<file path="config.mk">
export PLATFORM = sky130hd
export DESIGN_NAME = tlb_page_table_translator
export DESIGN_NICKNAME = d
export VERILOG_FILES = /design/src/hdl/tlbpt_pkg.sv /design/src/hdl/tlb_page_table_translator.sv
export SDC_FILE = /design/constraint.sdc
export NUM_CORES = 2
export LEC_CHECK = 0
export ABC_CLOCK_PERIOD_IN_PS = 13680
export BUFFER_PORTS_ARGS = -buffer_cell sky130_fd_sc_hd__buf_2
export CORE_MARGIN = 1
export CORE_UTILIZATION = 25
export DETAILED_ROUTE_END_ITERATION = 10
export HOLD_SLACK_MARGIN = 0.15
export PLACE_DENSITY = 0.41
export SYNTH_ARGS = -nofsm -noshare
export SYNTH_HDL_FRONTEND = slang
export SYNTH_SLANG_ARGS = --single-unit
</file>
<file path="constraint.sdc">
create_clock -name i_clk -period 13.68 [get_ports i_clk]
set_input_delay 1.368 -clock i_clk [delete_from_list [all_inputs] [get_ports i_clk]]
set_output_delay 1.368 -clock i_clk [all_outputs]
set_load 0.01 [all_outputs]
</file>
<file path="src/hdl/tlbpt_pkg.sv">
package tlbpt_pkg;

    localparam int VA_W       = 16;
    localparam int CNT_W      = 32;
    localparam int OUT_DATA_W = 80;
    localparam int OUT_USER_W = 2;

    // bit positions of the flags in the output tuser
    localparam int USER_HIT   = 0;
    localparam int USER_FAULT = 1;

    typedef struct packed {
        logic [CNT_W-1:0] fault_total;
        logic [CNT_W-1:0] hit_total;
        logic [VA_W-1:0]  physical_address;
    } t_result;

    typedef struct packed {
        logic page_fault;
        logic tlb_hit;
    } t_flags;

endpackage

</file>
<file path="src/hdl/tlb_page_table_translator.sv">
// channel     | dir | tdata (low bit up)                             | tuser
// ------------+-----+------------------------------------------------+----------------------
// s_axis      | in  | virtual_address[15:0]                          | -
// m_axis      | out | physical_address[15:0], hit_total[47:16],      | tlb_hit[0],
//             |     | fault_total[79:48]                             | page_fault[1]
//
// one address at a time: the accept cycle issues the page table read; the look state then
// compares the tlb, writes back on a fault, refills the tlb and loads the result, and no
// new address is taken until it is done. the single-port page table read-then-write sets this order.
// after reset a clearing pass wipes all 2**PAGE_BITS page table entries; no input
// is taken until it ends. a stalled output holds the look state, input waits.
module tlb_page_table_translator #(
    parameter int TLB_ENTRIES = 16,
    parameter int PAGE_BITS   = 8
) (
    input  logic                                i_clk,
    input  logic                                i_rst_n,
    input  logic                                i_s_axis_tvalid,
    output logic                                o_s_axis_tready,
    input  logic [tlbpt_pkg::VA_W-1:0]          i_s_axis_tdata,  // virtual_address
    output logic                                o_m_axis_tvalid,
    input  logic                                i_m_axis_tready,
    output logic [tlbpt_pkg::OUT_DATA_W-1:0]    o_m_axis_tdata,  // physical_address,
                                                                 // hit_total, fault_total
    output logic [tlbpt_pkg::OUT_USER_W-1:0]    o_m_axis_tuser   // tlb_hit, page_fault
);

    localparam int VA_W    = tlbpt_pkg::VA_W;
    localparam int CNT_W   = tlbpt_pkg::CNT_W;
    localparam int OFF_W   = VA_W - PAGE_BITS;
    localparam int PT_DEPTH = 1 << PAGE_BITS;
    localparam int PTR_W   = (TLB_ENTRIES > 1) ? $clog2(TLB_ENTRIES) : 1;

    localparam logic [1:0] S_CLEAR = 2'd0;
    localparam logic [1:0] S_IDLE  = 2'd1;
    localparam logic [1:0] S_LOOK  = 2'd2;

    logic [1:0]             r_state, n_state;
    logic [PAGE_BITS-1:0]   r_clr_addr;
    logic [VA_W-1:0]        r_va;

    // page table entry: valid bit above the frame
    logic [PAGE_BITS:0]     r_pt_mem [PT_DEPTH];
    logic [PAGE_BITS:0]     r_pt_rd;

    logic [PAGE_BITS-1:0]   r_tlb_tag  [TLB_ENTRIES];
    logic [PAGE_BITS-1:0]   r_tlb_data [TLB_ENTRIES];
    logic [TLB_ENTRIES-1:0] r_tlb_valid;
    logic [PTR_W-1:0]       r_fifo_ptr;

    logic [PAGE_BITS:0]     r_next_free;
    logic [CNT_W-1:0]       r_hit_cnt;
    logic [CNT_W-1:0]       r_fault_cnt;

    logic                   r_out_valid;
    tlbpt_pkg::t_result     r_out_data;
    tlbpt_pkg::t_flags      r_out_flags;

    logic                   in_xfer;
    logic                   do_look;
    logic [PAGE_BITS-1:0]   look_page;
    logic                   tlb_hit;
    logic [PAGE_BITS-1:0]   tlb_frame;
    logic                   fault;
    logic [PAGE_BITS-1:0]   frame;
    logic                   pt_we;
    logic [PAGE_BITS-1:0]   pt_waddr;
    logic [PAGE_BITS:0]     pt_wdata;

    assign o_s_axis_tready = (r_state == S_IDLE);
    assign in_xfer         = i_s_axis_tvalid && o_s_axis_tready;
    assign do_look         = (r_state == S_LOOK) && (!r_out_valid || i_m_axis_tready);
    assign look_page       = r_va[VA_W-1 -: PAGE_BITS];

    // parallel tag compare, highest index wins
    always_comb begin
        tlb_hit   = 1'b0;
        tlb_frame = '0;
        for (int i = 0; i < TLB_ENTRIES; i++) begin
            if (r_tlb_valid[i] && r_tlb_tag[i] == look_page) begin
                tlb_hit   = 1'b1;
                tlb_frame = r_tlb_data[i];
            end
        end
    end

    always_comb begin
        fault = !tlb_hit && !r_pt_rd[PAGE_BITS];
        priority if (tlb_hit) begin
            frame = tlb_frame;
        end else if (fault) begin
            frame = r_next_free[PAGE_BITS-1:0];
        end else begin
            frame = r_pt_rd[PAGE_BITS-1:0];
        end
    end

    always_comb begin
        pt_we    = 1'b0;
        pt_waddr = look_page;
        pt_wdata = {1'b1, r_next_free[PAGE_BITS-1:0]};
        if (r_state == S_CLEAR) begin
            pt_we    = 1'b1;
            pt_waddr = r_clr_addr;
            pt_wdata = '0;
        end else if (do_look && fault) begin
            pt_we = 1'b1;
        end
    end

    always_ff @(posedge i_clk) begin
        if (pt_we) begin
            r_pt_mem[pt_waddr] <= pt_wdata;
        end
        if (in_xfer) begin
            r_pt_rd <= r_pt_mem[i_s_axis_tdata[VA_W-1 -: PAGE_BITS]];
        end
    end

    always_comb begin
        n_state = r_state;
        unique case (r_state)
            S_CLEAR: begin
                if (r_clr_addr == {PAGE_BITS{1'b1}}) n_state = S_IDLE;
            end
            S_IDLE: begin
                if (in_xfer) n_state = S_LOOK;
            end
            S_LOOK: begin
                if (do_look) n_state = S_IDLE;
            end
            default: n_state = S_CLEAR;
        endcase
    end

    always_ff @(posedge i_clk) begin
        if (!i_rst_n) begin
            r_state     <= S_CLEAR;
            r_clr_addr  <= '0;
            r_tlb_valid <= '0;
            r_fifo_ptr  <= '0;
            r_next_free <= '0;
            r_hit_cnt   <= '0;
            r_fault_cnt <= '0;
            r_out_valid <= 1'b0;
        end else begin
            r_state <= n_state;
            if (r_state == S_CLEAR) begin
                r_clr_addr <= r_clr_addr + PAGE_BITS'(1);
            end
            if (do_look) begin
                r_out_valid <= 1'b1;
                if (tlb_hit) begin
                    r_hit_cnt <= r_hit_cnt + CNT_W'(1);
                end else begin
                    r_tlb_valid[r_fifo_ptr] <= 1'b1;
                    if (r_fifo_ptr == PTR_W'(TLB_ENTRIES - 1)) begin
                        r_fifo_ptr <= '0;
                    end else begin
                        r_fifo_ptr <= r_fifo_ptr + PTR_W'(1);
                    end
                end
                if (fault) begin
                    r_next_free <= r_next_free + (PAGE_BITS+1)'(1);
                    r_fault_cnt <= r_fault_cnt + CNT_W'(1);
                end
            end else if (i_m_axis_tready) begin
                r_out_valid <= 1'b0;
            end
        end
    end

    // payload: input address capture, tlb refill and result register
    always_ff @(posedge i_clk) begin
        if (in_xfer) begin
            r_va <= i_s_axis_tdata;
        end
        if (do_look) begin
            if (!tlb_hit) begin
                r_tlb_tag[r_fifo_ptr]  <= look_page;
                r_tlb_data[r_fifo_ptr] <= frame;
            end
            r_out_data.physical_address <= {frame, r_va[OFF_W-1:0]};
            r_out_data.hit_total        <= tlb_hit ? r_hit_cnt + CNT_W'(1) : r_hit_cnt;
            r_out_data.fault_total      <= fault ? r_fault_cnt + CNT_W'(1) : r_fault_cnt;
            r_out_flags.tlb_hit         <= tlb_hit;
            r_out_flags.page_fault      <= fault;
        end
    end

    assign o_m_axis_tvalid = r_out_valid;
    assign o_m_axis_tdata  = r_out_data;
    assign o_m_axis_tuser  = r_out_flags;

endmodule

</file>
==> reports/metrics.yaml <==
die:
  design.core.area_mm2: 0.431
  dieArea_mm2: 0.436
  die_w_um: 660
  ios: 104
  start_util: 0.251
  rows: 241
  die_h_um: 660
cells_and_area:
  seq_area_mm2: 0.0821
  final.fill_count: 42000
  instances_no_fill: 11500
  multi_input_area_mm2: 0.0250
  area_growth_pct: 17.0
  drive_gt1_frac: 0.265
  nNetsFinal: 5550
sta:
  fin_tns_setup_ns: 0
  slew_headroom: 0.00355
  timing.final.crit_share: 0.460
  fmax_mhz: 159
  fin_ws_ns: 7.39
  hold_viol_final: 0
  clock_skew_ns: 0.0801
  setup_viol: 0
  period_minus_slack_ns: 6.29
  rsz0062_at_grt: "no"
  drv_slew: 0
  worst_pin_slew_ns: 1.49
cts:
  clk_pin_slew_ns: 0.05
  cts_buffers: 312
  htree_num_levels: 5
  clockBufferDepth: 4
  cts-root-buf: "clkbuf_16"
  cts_setup_buffers: 0
  clock_latency_ns: 0.93
  cts_tree: "built"
  cts_hold_buffers: 0
  clkSinkCount: 2770
  ctsResizeCount: 0
routing:
  ant_nets: 0
  drtPass1Iterations: 5
  remaining_drc_errors: 0
  wl_per_cell_um: 25.7
  drt_first_iter_violations: 4373
  via_per_inst: 4.55
  num_vias: 52300
  wirelength_mm: 295
critical_path:
  startpoint_type: "input port"
  timing.critical_path.fanout_max: 69
  worstPathRequired_ns: 14.24
  r2r_cells: 11
  crit_path_end_kind: "register"
  critPathKind: "in2reg"
  cp.arrival_ns: 6.84
placed_design:
  post-place-ws_ns: 6.42
  place_congestion: 0.751
  portBuffers: 103
  dp_cells: 10900
  dp_hpwl_mm: 173
power_and_ir_drop:
  power.density_mw_per_mm2: 143
  peakVddDrop_uv: 92.0
  power_mw: 18.2
  p_leak_nw: 40.8
synthesis:
  yosys_warnings: 0
  synth_cells: 5211
  ys.flop_type: "edfxtp_1"
  synth_area_leader_cell: "edfxtp_1"
  yosysSeqAreaShare: 0.758
  synth_area_leaders: "edfxtp_1 74%, mux4_2 15%, dfxtp_1 1.9%, nor2_1 1.2%, xnor2_1 1.1%"
  yosys.area.top_type_share: 0.739
  ys_ff_latch: 2770
  yosysMostFrequentCell: "edfxtp_1"
  synth.distinct_cells: 66
  synthArstFlopShare: 0
  synth_edf_count: 2667
  synth.net_count: 5239
  synth_area_per_cell_um2: 20.8
  syn_area_mm2: 0.108
  synth_common_cells: "2667 x edfxtp_1, 720 x mux4_2, 338 x nor2_1, 173 x clkbuf_1"
grt:
  grt_pass1_vias: 54500
  antenna_found_initial: 22
  grt_pass1_wl_mm: 419
  grt_max_degree: 185
  grt-ovfl-total: 0
  grt_usage: 0.133
job:
  maxCapViolations: 0
status:
  status: "finished, final reports clean"
hold_path:
  min_path_cells: 0
  hold_class: "reg2reg"
==> sequential cells by signal (all words and copies together), names as in the netlist <==
signal / cells
o_m_axis_tdata: 80
o_m_axis_tuser: 2
o_m_axis_tvalid: 1
r_clr_addr: 8
r_fault_cnt: 32
r_fifo_ptr: 4
r_hit_cnt: 32
r_next_free: 8
r_pt_mem: 2304
r_pt_rd: 9
r_state: 2
r_tlb_data: 128
r_tlb_tag: 128
r_tlb_valid: 16
r_va: 16
==> metal layers <==
| metal | wire [um] | part of all wire | GRT usage |
|---|---|---|---|
| met3 | 14000 | 0.048 | 0.0210 |
| met5 | 0 | 0 | 0 |
| met2 | 143000 | 0.48 | 0.220 |
| met1 | 132000 | 0.45 | 0.183 |
| met4 | 6110 | 0.021 | 0.0298 |
==> final timing paths <==
| kind | start | end | slack [ns] |
|---|---|---|---|
| setup / recovery | i_s_axis_tdata[8] | r_pt_rd[2] | 7.39 |
| hold / removal | r_va[6] | o_m_axis_tdata[6] | 0.42 |
| setup reg to reg | r_va[10] | r_pt_mem[198][3] | 7.56 |
| hold reg to reg | r_va[6] | o_m_axis_tdata[6] | 0.42 |
==> per-stage QoR <==
stage          area [um^2]  hold WS [ns]   util
3_5_place_dp        116000         0.405  0.270
3_3_place_gp        116000         0.400  0.270
5_1_grt             127000         0.422  0.294
4_1_cts             127000         0.416  0.294
6_report            127000         0.416  0.294
2_1_floorplan       108000         0.400      -
==> logic make-up (layout without fill, tap and decap cells) <==
family / after synthesis / count (layout) / share of synthesized area
flops: 2770 / 2770 / 0.758
simple gates: 830 / 830 / 0.0378
mux: 730 / 730 / 0.151
compound gates: 327 / 327 / 0.0211
buf+inv: 320 / 886 / 0.0128
xor+xnor: 226 / 226 / 0.0183
fa+ha+maj: 8 / 8 / 0.000924
other cells: 0 / 3 / 0
==> where the power goes <==
group | internal [mW] | switching (mW)
clock network | 5.04 | 3.47
logic | 0.195 | 0.295
registers | 9.17 | 0.00314
==> final cells by class <==
| type | instances | area share |
|---|---|---|
| diodes | 3 | 0.0000592 |
| inverters | 33 | 0.00106 |
| clock buffers | 396 | 0.0669 |
| well taps | 5710 | 0.0564 |
| repair buffers | 284 | 0.0162 |
| flip-flops and latches | 2770 | 0.648 |
| clock inverters | 173 | 0.0144 |
| multi-input cells | 2121 | 0.197 |
==> layout by cell type, fill, tap and decap left out, types with 11 or more instances in the layout <==
cell type,count
xnor2_1,134
buf_12,11
dfxtp_1,103
or4_1,12
nor4_1,30
o211ai_1,13
nor3_1,54
a22oi_1,51
clkinv_2,58
bufinv_16,34
mux4_2,720
clkinv_1,51
clkbuf_1,63
or3_1,37
nand3_1,58
nor2_1,334
and3_1,31
edfxtp_1,2667
inv_1,29
nand2_1,134
clkbuf_16,325
nand3b_1,16
a21oi_1,71
o31ai_1,13
o22ai_1,13
a22o_1,19
o21a_1,18
nand4_1,33
xor2_1,92
o21ai_0,34
buf_4,170
nand2b_1,17
buf_2,99
o221ai_1,11
a221oi_1,28
==> critical path, stage by stage <==
cell      delay, ns
buf_8          0.57
buf_4          0.78
buf_4          0.81
mux4_2         0.60
mux4_2         0.54
a22o_1         0.37
a221oi_1       1.17
o221ai_1       0.30
Power figures use the tool's default switching activity.
